File: src/sv/rbds_pkg.sv
// rbds_pkg: shared types and constants of the radar best-detection selector
// no dependencies; used by radar_best_detection_select_top
package rbds_pkg;

	localparam int NUM_SENSORS = 3;
	localparam int MAX_POINTS  = 5;

	localparam int DIST_W   = 32;
	localparam int SNR_W    = 20;
	localparam int MM_W     = 16;
	localparam int SNR_INT_W = 16;
	localparam int SENSOR_W = 2;
	localparam int MODE_W   = 2;
	localparam int EVENT_W  = 32;
	localparam int CFG_IDX_W  = 2;
	localparam int CFG_DATA_W = 20;

	localparam logic [MM_W-1:0]  VOID_MM        = 16'hFFFF;
	localparam logic [9:0]       MM_PER_M       = 10'd1000;
	localparam logic [SNR_W-1:0] SNR_THR_RESET  = 20'd800;
	localparam logic [1:0]       MIN_HEALTHY_RESET = 2'd2;

	typedef enum logic [MODE_W-1:0] {
		MODE_POINT   = 2'd0,
		MODE_EMPTY   = 2'd1,
		MODE_OFFLINE = 2'd2,
		MODE_NONE    = 2'd3
	} mode_t;

	typedef enum logic [CFG_IDX_W-1:0] {
		REG_ENABLE      = 2'd0,
		REG_SNR_THR     = 2'd1,
		REG_MIN_HEALTHY = 2'd2,
		REG_UNUSED      = 2'd3
	} cfg_reg_t;

	typedef struct packed {
		logic [MODE_W-1:0]   mode;
		logic [SENSOR_W-1:0] sensor;
		logic [DIST_W-1:0]   point_range;
		logic [SNR_W-1:0]    snr;
		logic                last_point;
		logic                chirping;
		logic                link_healthy;
	} item_t;

	function automatic logic [MM_W-1:0] to_mm(input logic signed [DIST_W-1:0] d);
		logic [DIST_W+9-1:0] prod;
		prod = {10'd0, d[DIST_W-2:0]} * {{(DIST_W-1){1'b0}}, MM_PER_M};
		if (d[DIST_W-1] || d == '0) begin
			return '0;
		end else if (|prod[DIST_W+9-1:32]) begin
			return VOID_MM;
		end else begin
			return prod[31:16];
		end
	endfunction

endpackage

File: src/sv/radar_best_detection_select_top.sv
// radar_best_detection_select_top: best-point selection, per-sensor store and health
// depends on rbds_pkg
//
//  channel | signals                          | direction | transfer when
//  --------+----------------------------------+-----------+---------------------------
//  input   | in_valid, in_stall, item fields  | in        | in_valid && !in_stall
//  output  | out_valid, out_stall, res fields | out       | out_valid && !out_stall
//  config  | cfg_valid, cfg_ready, index,data | in        | cfg_valid && cfg_ready
//
// one item per cycle unless the output stalls
// an input register feeds the selection logic, which writes the result register
// and the frame and sensor state at the same edge
// an output stall holds the result and, once the input register is full, the input
// arst_n clears config to reset values, the frame, sensor and event state and both valid flags
module radar_best_detection_select_top #(
	parameter int NUM_SENSORS = rbds_pkg::NUM_SENSORS,
	parameter int MAX_POINTS  = rbds_pkg::MAX_POINTS
) (
	input  logic clk,
	input  logic arst_n,

	input  logic                             cfg_valid,
	output logic                             cfg_ready,
	input  logic [rbds_pkg::CFG_IDX_W-1:0]   cfg_index,
	input  logic [rbds_pkg::CFG_DATA_W-1:0]  cfg_data,

	input  logic                             in_valid,
	output logic                             in_stall,
	input  logic [rbds_pkg::MODE_W-1:0]      mode,
	input  logic [rbds_pkg::SENSOR_W-1:0]    sensor,
	input  logic signed [rbds_pkg::DIST_W-1:0] point_range,
	input  logic [rbds_pkg::SNR_W-1:0]       snr,
	input  logic                             last_point,
	input  logic                             chirping,
	input  logic                             link_healthy,

	output logic                             out_valid,
	input  logic                             out_stall,
	output logic [rbds_pkg::SENSOR_W-1:0]    sensor_out,
	output logic [rbds_pkg::MM_W-1:0]        range_mm,
	output logic [rbds_pkg::SNR_INT_W-1:0]   snr_int,
	output logic                             valid_res,
	output logic                             accepted,
	output logic [1:0]                       live_sensors,
	output logic                             healthy,
	output logic [rbds_pkg::EVENT_W-1:0]     update_total
);

	localparam int IDX_W = $clog2(MAX_POINTS + 1);

	// configuration
	logic                          enable_q;
	logic [rbds_pkg::SNR_W-1:0]    snr_thr_q;
	logic [1:0]                    min_healthy_q;

	// input register
	logic            valid_s1;
	rbds_pkg::item_t item_s1;

	// frame accumulator
	logic [IDX_W-1:0]             idx_q;
	logic                         best_found_q;
	logic [rbds_pkg::MM_W-1:0]    best_dist_q;
	logic [rbds_pkg::SNR_W-1:0]   best_snr_q;

	// per-sensor store
	logic [rbds_pkg::MM_W-1:0]      sens_dist_q  [NUM_SENSORS];
	logic [rbds_pkg::SNR_INT_W-1:0] sens_snr_q   [NUM_SENSORS];
	logic [NUM_SENSORS-1:0]         sens_valid_q;

	logic                          count_valid_q;
	logic [1:0]                    count_q;
	logic                          health_q;
	logic [rbds_pkg::EVENT_W-1:0]  events_q;

	// result register
	logic                            out_valid_q;
	logic [rbds_pkg::SENSOR_W-1:0]   res_sensor_q;
	logic [rbds_pkg::MM_W-1:0]       res_dist_q;
	logic [rbds_pkg::SNR_INT_W-1:0]  res_snr_q;
	logic                            res_valid_q;
	logic                            res_acc_q;

	logic adv;
	logic take;
	logic fire;
	logic in_window;
	logic qual;
	logic [rbds_pkg::MM_W-1:0]    mm;
	logic                         nb_found;
	logic [rbds_pkg::MM_W-1:0]    nb_dist;
	logic [rbds_pkg::SNR_W-1:0]   nb_snr;
	logic [IDX_W-1:0]             n_idx;
	logic                         n_found;
	logic [rbds_pkg::MM_W-1:0]    n_bdist;
	logic [rbds_pkg::SNR_W-1:0]   n_bsnr;
	logic                         wr_store;
	logic                         wr_snr_only;
	logic [rbds_pkg::MM_W-1:0]    w_dist;
	logic [rbds_pkg::SNR_INT_W-1:0] w_snr;
	logic                         w_valid;
	logic                         acc;
	logic                         has_res;
	logic [NUM_SENSORS-1:0]       sel;
	logic [NUM_SENSORS-1:0]       n_valid;
	logic [rbds_pkg::MM_W-1:0]    rd_dist;
	logic [rbds_pkg::SNR_INT_W-1:0] rd_snr;
	logic [2:0]                   n_cnt;
	logic [1:0]                   n_cnt_sat;

	assign cfg_ready = 1'b1;

	assign adv      = !out_valid_q || !out_stall;
	assign in_stall = valid_s1 && !adv;
	assign take     = in_valid && !in_stall;

	assign fire = valid_s1 && adv && enable_q
		&& (item_s1.mode != rbds_pkg::MODE_NONE)
		&& (32'(item_s1.sensor) < NUM_SENSORS);

	assign mm        = rbds_pkg::to_mm(item_s1.point_range);
	assign in_window = idx_q < IDX_W'(MAX_POINTS);
	assign qual      = in_window && (item_s1.snr >= snr_thr_q)
		&& (!best_found_q || item_s1.snr > best_snr_q);
	assign nb_found  = best_found_q || qual;
	assign nb_dist   = qual ? mm : best_dist_q;
	assign nb_snr    = qual ? item_s1.snr : best_snr_q;

	always_comb begin
		n_idx       = idx_q;
		n_found     = best_found_q;
		n_bdist     = best_dist_q;
		n_bsnr      = best_snr_q;
		wr_store    = 1'b0;
		wr_snr_only = 1'b0;
		w_dist      = rbds_pkg::VOID_MM;
		w_snr       = '0;
		w_valid     = 1'b0;
		acc         = 1'b0;
		has_res     = 1'b0;
		unique case (item_s1.mode)
			rbds_pkg::MODE_POINT: begin
				if (item_s1.last_point) begin
					n_idx    = '0;
					n_found  = 1'b0;
					n_bdist  = '0;
					n_bsnr   = '0;
					wr_store = 1'b1;
					w_dist   = nb_found ? nb_dist : rbds_pkg::VOID_MM;
					w_snr    = nb_found ? nb_snr[rbds_pkg::SNR_W-1:4] : '0;
					w_valid  = 1'b1;
					acc      = 1'b1;
					has_res  = 1'b1;
				end else begin
					n_idx   = in_window ? idx_q + IDX_W'(1) : idx_q;
					n_found = nb_found;
					n_bdist = nb_dist;
					n_bsnr  = nb_snr;
				end
			end
			rbds_pkg::MODE_EMPTY: begin
				n_idx    = '0;
				n_found  = 1'b0;
				n_bdist  = '0;
				n_bsnr   = '0;
				has_res  = 1'b1;
				wr_store = item_s1.chirping;
				w_valid  = item_s1.chirping;
				acc      = item_s1.chirping;
			end
			rbds_pkg::MODE_OFFLINE: begin
				n_idx       = '0;
				n_found     = 1'b0;
				n_bdist     = '0;
				n_bsnr      = '0;
				has_res     = 1'b1;
				wr_snr_only = 1'b1;
			end
			default: begin
			end
		endcase
	end

	always_comb begin
		n_valid = sens_valid_q;
		rd_dist = '0;
		rd_snr  = '0;
		n_cnt   = '0;
		for (int i = 0; i < NUM_SENSORS; i++) begin
			sel[i] = (32'(item_s1.sensor) == i);
			if (sel[i] && has_res) begin
				n_valid[i] = w_valid;
			end
			if (sel[i]) begin
				rd_dist = sens_dist_q[i];
				rd_snr  = sens_snr_q[i];
			end
		end
		for (int i = 0; i < NUM_SENSORS; i++) begin
			n_cnt = n_cnt + 3'(n_valid[i]);
		end
		n_cnt_sat = (n_cnt > 3'd3) ? 2'd3 : n_cnt[1:0];
	end

	always_ff @(posedge clk or negedge arst_n) begin
		if (!arst_n) begin
			enable_q      <= 1'b0;
			snr_thr_q     <= rbds_pkg::SNR_THR_RESET;
			min_healthy_q <= rbds_pkg::MIN_HEALTHY_RESET;
		end else if (cfg_valid && cfg_ready) begin
			unique case (cfg_index)
				rbds_pkg::REG_ENABLE:      enable_q      <= cfg_data[0];
				rbds_pkg::REG_SNR_THR:     snr_thr_q     <= cfg_data[rbds_pkg::SNR_W-1:0];
				rbds_pkg::REG_MIN_HEALTHY: min_healthy_q <= cfg_data[1:0];
				default: begin
				end
			endcase
		end
	end

	always_ff @(posedge clk or negedge arst_n) begin
		if (!arst_n) begin
			valid_s1 <= 1'b0;
		end else if (!valid_s1 || adv) begin
			valid_s1 <= take;
		end
	end

	always_ff @(posedge clk) begin
		if (take) begin
			item_s1 <= '{mode: mode, sensor: sensor, point_range: point_range, snr: snr,
				last_point: last_point, chirping: chirping, link_healthy: link_healthy};
		end
	end

	always_ff @(posedge clk or negedge arst_n) begin
		if (!arst_n) begin
			idx_q         <= '0;
			best_found_q  <= 1'b0;
			best_dist_q   <= '0;
			best_snr_q    <= '0;
			sens_valid_q  <= '0;
			count_valid_q <= 1'b0;
			count_q       <= '0;
			health_q      <= 1'b0;
			events_q      <= '0;
			for (int i = 0; i < NUM_SENSORS; i++) begin
				sens_dist_q[i] <= '0;
				sens_snr_q[i]  <= '0;
			end
		end else if (fire) begin
			idx_q        <= n_idx;
			best_found_q <= n_found;
			best_dist_q  <= n_bdist;
			best_snr_q   <= n_bsnr;
			sens_valid_q <= n_valid;
			for (int i = 0; i < NUM_SENSORS; i++) begin
				if (sel[i] && wr_store) begin
					sens_dist_q[i] <= w_dist;
					sens_snr_q[i]  <= w_snr;
				end else if (sel[i] && wr_snr_only) begin
					sens_snr_q[i] <= '0;
				end
			end
			if (acc) begin
				count_valid_q <= 1'b1;
				count_q       <= n_cnt_sat;
				health_q      <= (n_cnt_sat >= min_healthy_q) && item_s1.link_healthy;
				events_q      <= events_q + rbds_pkg::EVENT_W'(1);
			end
		end
	end

	always_ff @(posedge clk or negedge arst_n) begin
		if (!arst_n) begin
			out_valid_q <= 1'b0;
		end else if (adv) begin
			out_valid_q <= fire && has_res;
		end
	end

	always_ff @(posedge clk) begin
		if (adv && fire && has_res) begin
			res_sensor_q <= item_s1.sensor;
			res_dist_q   <= wr_store ? w_dist : rd_dist;
			res_snr_q    <= (wr_store || wr_snr_only) ? w_snr : rd_snr;
			res_valid_q  <= w_valid;
			res_acc_q    <= acc;
		end
	end

	assign out_valid    = out_valid_q;
	assign sensor_out   = res_sensor_q;
	assign range_mm     = res_dist_q;
	assign snr_int      = res_snr_q;
	assign valid_res    = res_valid_q;
	assign accepted     = res_acc_q;
	assign live_sensors = count_valid_q ? count_q : 2'd0;
	assign healthy      = health_q;
	assign update_total = events_q;

endmodule
File: config.mk
export PLATFORM = sky130hd
export DESIGN_NAME = radar_best_detection_select_top
export DESIGN_NICKNAME = d
export VERILOG_FILES = /design/src/sv/rbds_pkg.sv /design/src/sv/radar_best_detection_select_top.sv
export SDC_FILE = /design/constraint.sdc
export NUM_CORES = 1
export LEC_CHECK = 0
export ABC_AREA = 1
export BUFFER_PORTS_ARGS = -buffer_cell sky130_fd_sc_hd__buf_2
export CORE_UTILIZATION = 25
export DETAILED_ROUTE_END_ITERATION = 12
export GPL_TIMING_DRIVEN = 0
export PLACE_DENSITY = 0.41
export SYNTH_ARGS = -nofsm -noshare
export SYNTH_HDL_FRONTEND = slang
export SYNTH_SLANG_ARGS = --single-unit
export TNS_END_PERCENT = 20
File: constraint.sdc
create_clock -name clk -period 5.7 [get_ports clk]
set_input_delay 0.57 -clock clk [delete_from_list [all_inputs] [get_ports clk]]
set_output_delay 0.57 -clock clk [all_outputs]
set_load 0.02 [all_outputs]
======== Yosys cells after proc, flatten, opt, wreduce, memory -nomap -nowiden ========
Index checks and enable logic that the tools add are counted.
storage, ports and cells
  bits in registers ....................... 294
  input bits .............................. 86
  logic and storage cells ................. 150
operators by class
  $add $sub $neg .......................... 4
  multipliers ............................. 1
  magnitude comparators ................... 6
  equality and inequality tests ........... 9
  multiplexer cells ....................... 42
  reductions and logical operators ........ 56
operator list
  cell                                                                   count
  16-bit 2-to-1 mux                                                      24
  20-bit 2-to-1 mux                                                      2
  20-bit one-hot mux with 2 select lines                                 1
  31-bit by 7-bit multiplier with 38-bit output, second input constant   1
  32-bit by 1-bit adder with 32-bit output, second input constant        1
  32-bit logical NOT                                                     1
  16-bit one-hot mux with 2 select lines                                 1
  2-bit AND reduction                                                    11
  1-bit logical AND                                                      21
  20-bit >= comparator                                                   1
  20-bit greater-than comparator                                         1
  9-bit OR reduction                                                     1
  2-bit nonzero test                                                     4
  2-bit by 1-bit equality test with 1-bit output, second input constant  3
  2-bit equality test, second input constant                             3
  1-bit logical NOT                                                      6
  2-bit logical NOT                                                      3
  1-bit logical OR                                                       6
  1-bit 2-to-1 mux                                                       6
  3-bit 2-to-1 mux                                                       2
  3-bit inequality test, second input constant                           2
  1-bit one-hot mux with 2 select lines                                  3
  3-bit one-hot mux with 2 select lines                                  1
  3-bit AND reduction                                                    2
  other kinds (10)                                                       11

======== Depth between registers and ports, before layout ========
  depth after elaboration ................. 11
  gate-level depth with buffers ........... 29
  gate-level depth less buffers ........... 28

======== Least setup slack after synthesis ========
No wires, ideal clock.
  kind .................................... register to register
  start ................................... register item_s1[46] (netlist bit)
  end ..................................... register res_dist_q (netlist bit range_mm[10]), data pin
  arrival ................................. 4.608 ns
  data required time ...................... 5.451 ns
  setup slack ............................. 0.843 ns
  cell stages (with the launch flop) ...... 25
  path buffers ............................ 1
  path through ............................ edfxtp_1 -> inv_1 -> fa_1 -> fa_1 -> inv_1 -> fa_1 -> inv_1 -> fa_1 -> inv_1 -> ha_1 -> nand2_1 -> inv_1 -> a21boi_0 -> nand2_1 -> a21oi_1 -> nand3b_1 -> nand2_1 -> nand3_1 -> nor2_2 -> buf_2 -> nand3_1 -> nand2_1 -> nand3_2 -> nand2_1 -> inv_1
between the ends
  cells in the longest elaborated chain, start to end .. 9
  elaborated cells between the ends (all ways) .. 11
RTL lines
  what                                           line                                    source
  from (decl)                                    radar_best_detection_select_top.sv:58   rbds_pkg::item_t item_s1;
  from (signal assigned)                         radar_best_detection_select_top.sv:231  item_s1 <= '{mode: mode, sensor: sensor, point_range: point_range, snr: snr,
  31-bit by 7-bit multiplier with 38-bit output  rbds_pkg.sv:49                          prod = {10'd0, d[DIST_W-2:0]} * {{(DIST_W-1){1'b0}}, MM_PER_M};
  9-bit OR reduction                             rbds_pkg.sv:52                          end else if (|prod[DIST_W+9-1:32]) begin
  16-bit 2-to-1 mux                              rbds_pkg.sv:52
  16-bit 2-to-1 mux (*)                          rbds_pkg.sv:50                          if (d[DIST_W-1] || d == '0) begin
  16-bit 2-to-1 mux (*)                          radar_best_detection_select_top.sv:126  assign nb_dist = qual ? mm : best_dist_q;
  16-bit 2-to-1 mux (*)                          radar_best_detection_select_top.sv:149  w_dist = nb_found ? nb_dist : rbds_pkg::VOID_MM;
  16-bit 2-to-1 mux (*)                          radar_best_detection_select_top.sv:143  if (item_s1.last_point) begin
  16-bit 2-to-1 mux (*)                          radar_best_detection_select_top.sv:141  unique case (item_s1.mode)
  16-bit 2-to-1 mux (*)                          radar_best_detection_select_top.sv:285  res_dist_q <= wr_store ? w_dist : rd_dist;
  to (signal assigned)                           radar_best_detection_select_top.sv:285
  to (decl)                                      radar_best_detection_select_top.sv:79   logic [rbds_pkg::MM_W-1:0] res_dist_q;
Every way passes the cells marked *; elsewhere a longest branch is shown, timed or not.
A chain may end at the register's enable or synchronous reset.

======== Final worst setup path ========
  start ................................... register item_s1[46] (netlist bit)
  end ..................................... register res_dist_q (netlist bit range_mm[13]), data pin
The elaborated chain is that of the path after synthesis.

==> results.json <==
{
  "num_io_pins": 160,
  "critPathMaxStageDelay_ps": 540,
  "clockBufferDepth": 3,
  "die_h_um": 279.3,
  "synth-main-ff-cell": "dfrtp_1",
  "drt_iter0_drc": 807,
  "layout_common_cells": "nand2_1 (648), inv_1 (311), dfrtp_1 (196)",
  "clkLatencyLatePin_ps": 580,
  "tightest_slew_ps": 1045,
  "finClkSkew_ps": 24.03,
  "p_total_mw": 9.628,
  "setup-tns-final_ps": 0,
  "cp-start-kind": "flop",
  "worstSetupPathType": "reg -> reg",
  "postSynth.asyncResetShare": 0.6803,
  "reg2regPathDepth": 24,
  "first_pass_iters": 5,
  "hpwlAfterDp_mm": 40.70,
  "hold_ws_ps": 3.354,
  "seq_area_frac_synth": 0.4076,
  "dr.max_layer_used": "met4",
  "grt_pass1_wl_mm": 84.47,
  "path_buf_inv": 6,
  "synth_top_family_by_area": "simple AND/OR/NAND/NOR gates",
  "multi_input_area_sq_um": 9988,
  "ys_ff_latch": 294,
  "crit_path_end_kind": "flop",
  "maxCapViolations": 0,
  "clock.fmax_mhz": 187.7,
  "final_common_cell": "nand2_1",
  "crit_path_frequent_cell": "nand2_1",
  "syn_area_sq_um": 19220,
  "drive_gt1_frac": 0.1396,
  "cp_data_required_time_ps": 6020,
  "die_w_um": 279.3,
  "yosys.area_share.simple": 0.2170,
  "synth-warning-count": 0,
  "coreArea_sq_um": 75950,
  "power_density_nw_per_um2": 419.6,
  "routabilityCongestion": 0.8110,
  "diodes": 0,
  "synth_xor_area_frac": 0.02233,
  "wl_met1_mm": 25.30,
  "finalSetupViolCount": 0,
  "critical_path_depth": 24,
  "holdCritPathClass": "in -> async",
  "fin_util": 0.3021,
  "synth_compound_area_frac": 0.06407,
  "final_hold_viol_count": 0,
  "nets": 2764,
  "cts.htree.levels": 2,
  "fillers": 8045,
  "fin_area_sq_um": 22950,
  "synth.area.mux_share": 0,
  "drc_errors": 0,
  "cp_data_arrival_time_ps": 5640,
  "vdd_ir_drop_max_v": 0.0002205,
  "wl_met3_mm": 2.239,
  "area_growth_pct": 19.41,
  "p_leak_nw": 11.28,
  "antenna_left": 0,
  "cts_tree": "yes",
  "cp_top_family": "adder cells",
  "drt_wl_total_mm": 52.72,
  "syn_avg_cell_area_sq_um": 8.755,
  "rows": 101,
  "io_buffers": 158,
  "area.sequential_sq_um": 7833,
  "report.final.slew_viol_count": 0,
  "routedWlPerCell_um": 15.15,
  "antenna_found_initial": 0,
  "cp_slowest_cell": "fa_1",
  "status": "finished, final reports clean",
  "cts_buffers": 40,
  "grt_overflow": 0,
  "relSlewSlack": 0.2943,
  "routed-wl-met2_mm": 24.14,
  "grt.total_usage": 0.1383,
  "cp_cell_sequence": "buf_4 > fa_1 > inv_1 > fa_1 > fa_1 > inv_1 > fa_1 > ha_1 > nand2_1 > nor2_1 > inv_1 > nor3_1 > nand2_2 > nand3_1 > nand2_1 > nor2_1 > nand2_1 > nor2_4 > buf_4 > nand3_1 > nand2_1 > nand3_2 > nand2_1 > inv_1",
  "finalCritPeriodShare": 0.9345,
  "path_clk_slew_ps": 60,
  "cts.sinks": 294,
  "critPathMaxFanout": 10,
  "hold_buffers": 0,
  "yosysUniqueCellTypes": 50,
  "dpl_cell_area_sq_um": 21360,
  "start_util": 0.2530,
  "synth_edf_count": 94,
  "synthAdderAreaFrac": 0.2125,
  "syn-num-nets": 2539,
  "die-area_sq_um": 77980,
  "cts_root_buffer": "clkbuf_16",
  "synthCells": 2195,
  "min_period_ps": 5327,
  "num_vias": 14820,
  "grt_pass1_vias": 15170,
  "vias_per_cell": 4.260,
  "grt_max_degree": 116
}
final cells by class:
| cell class | instances | area share |
|---|---|---|
| plain buffers | 50 | 0.008942 |
| well taps | 1030 | 0.05616 |
| clock inverters | 12 | 0.006925 |
| clock buffers | 60 | 0.05093 |
| flip-flops and latches | 294 | 0.3413 |
| inverters | 336 | 0.05594 |
| multi-input cells | 1515 | 0.4353 |
| repair buffers | 183 | 0.04449 |
worst register-to-register path: stages (launching register included):
cell and delay, ps:
edfxtp_1 460, buf_4 170, fa_1 470, inv_1 50, fa_1 500, fa_1 540
inv_1 50, fa_1 450, ha_1 400, nand2_1 150, nor2_1 210, inv_1 80
nor3_1 240, nand2_2 100, nand3_1 80, nand2_1 60, nor2_1 100, nand2_1 100
nor2_4 150, buf_4 180, nand3_1 80, nand2_1 140, nand3_2 160, nand2_1 120
inv_1 40
logic make-up after synthesis:
kind of cell,count (synthesis)
and+or+nand+nor,978
buffers and inverters,386
DFF,294
adders and majority gates,258
AOI/OAI and AO/OA,229
xor gates and xnor gates,49
other,1
cells in the mapped netlist (2+ instances only):
cell      number  area (sq um)
dfrtp_1      196          4905
nand4_2        2         25.02
nor2_2         7         43.79
nand4_1       17         106.4
a211oi_1       3         22.52
inv_2          2         7.510
fa_1         114          2282
o21bai_1      11         82.58
o21a_1         2         15.01
buf_4          3         22.52
buf_1          3         11.26
nor2_1       111         416.7
buf_2          3         15.01
o21ai_0      105         525.5
clkbuf_1      41         153.9
nor2_8         2         40.04
a31oi_1        3         18.77
xnor2_1       25         219.0
a21o_1         4         30.03
or2_2         17         106.4
nand3_2       10         100.1
nor3_2         2         20.02
xor2_1        24         210.2
a21boi_1       2         15.01
dfstp_2        4         105.1
nand3b_1       5         37.54
nor4_1         2         12.51
a21boi_0       2         15.01
a21oi_1       92         460.4
nor3_1        15         75.07
nand2_1      653          2451
nand3_1      126         630.6
nor2_4         2         22.52
inv_1        333          1250
edfxtp_1      94          2823
ha_1         144          1802
final timing paths:
kind / from / to / slack [ps]
max in group asynchronous: arst_n / snr_thr_q[4] / 4570
worst max-delay path: item_s1[46] / range_mm[13] / 370
min in group clk: snr[15] / item_s1[18] / 160
worst min-delay path: arst_n / sens_dist_q[8] / 3
worst min register to register: update_total[31] / update_total[31] / 470
worst max register to register: item_s1[46] / range_mm[13] / 370
power by group:
group          total [mW]  switching, mW  internal, mW
Sequential           2.56          0.133          2.43
Clock                2.53           1.02          1.52
Combinational        4.54           2.89          1.65
Total                9.63           4.04          5.59
registers in the layout (all words and copies together), names as in the netlist, 20 cells and up:
register / cells
snr_thr_q: 20
sens_dist_q: 48
best_snr_q: 20
update_total: 32
item_s1: 59
sens_snr_q: 48
layer usage:
| metal | up-vias | GRT usage |
|---|---|---|
| met5 | - | 0 |
| met4 | 0 | 0.03762 |
| met3 | 59 | 0.02125 |
| met2 | 279 | 0.2229 |
| met1 | 7091 | 0.1914 |
| li1 | 7395 | - |
through the flow:
stage / instances / worst slack [ps]
6_report: 3480 / 373.4
5_1_grt: 3480 / -19.07
4_1_cts: 3457 / 82.89
3_5_place_dp: 3385 / 110.6
3_3_place_gp: 3383 / 105.7
2_1_floorplan: 2195 / 843.0
what timing repair did:
item                       in CTS  in global routing
buffers inserted                0                 23
setup endpoints to repair       0                 58
gates resized for setup         0                 47
Power figures use the tool's default switching activity.
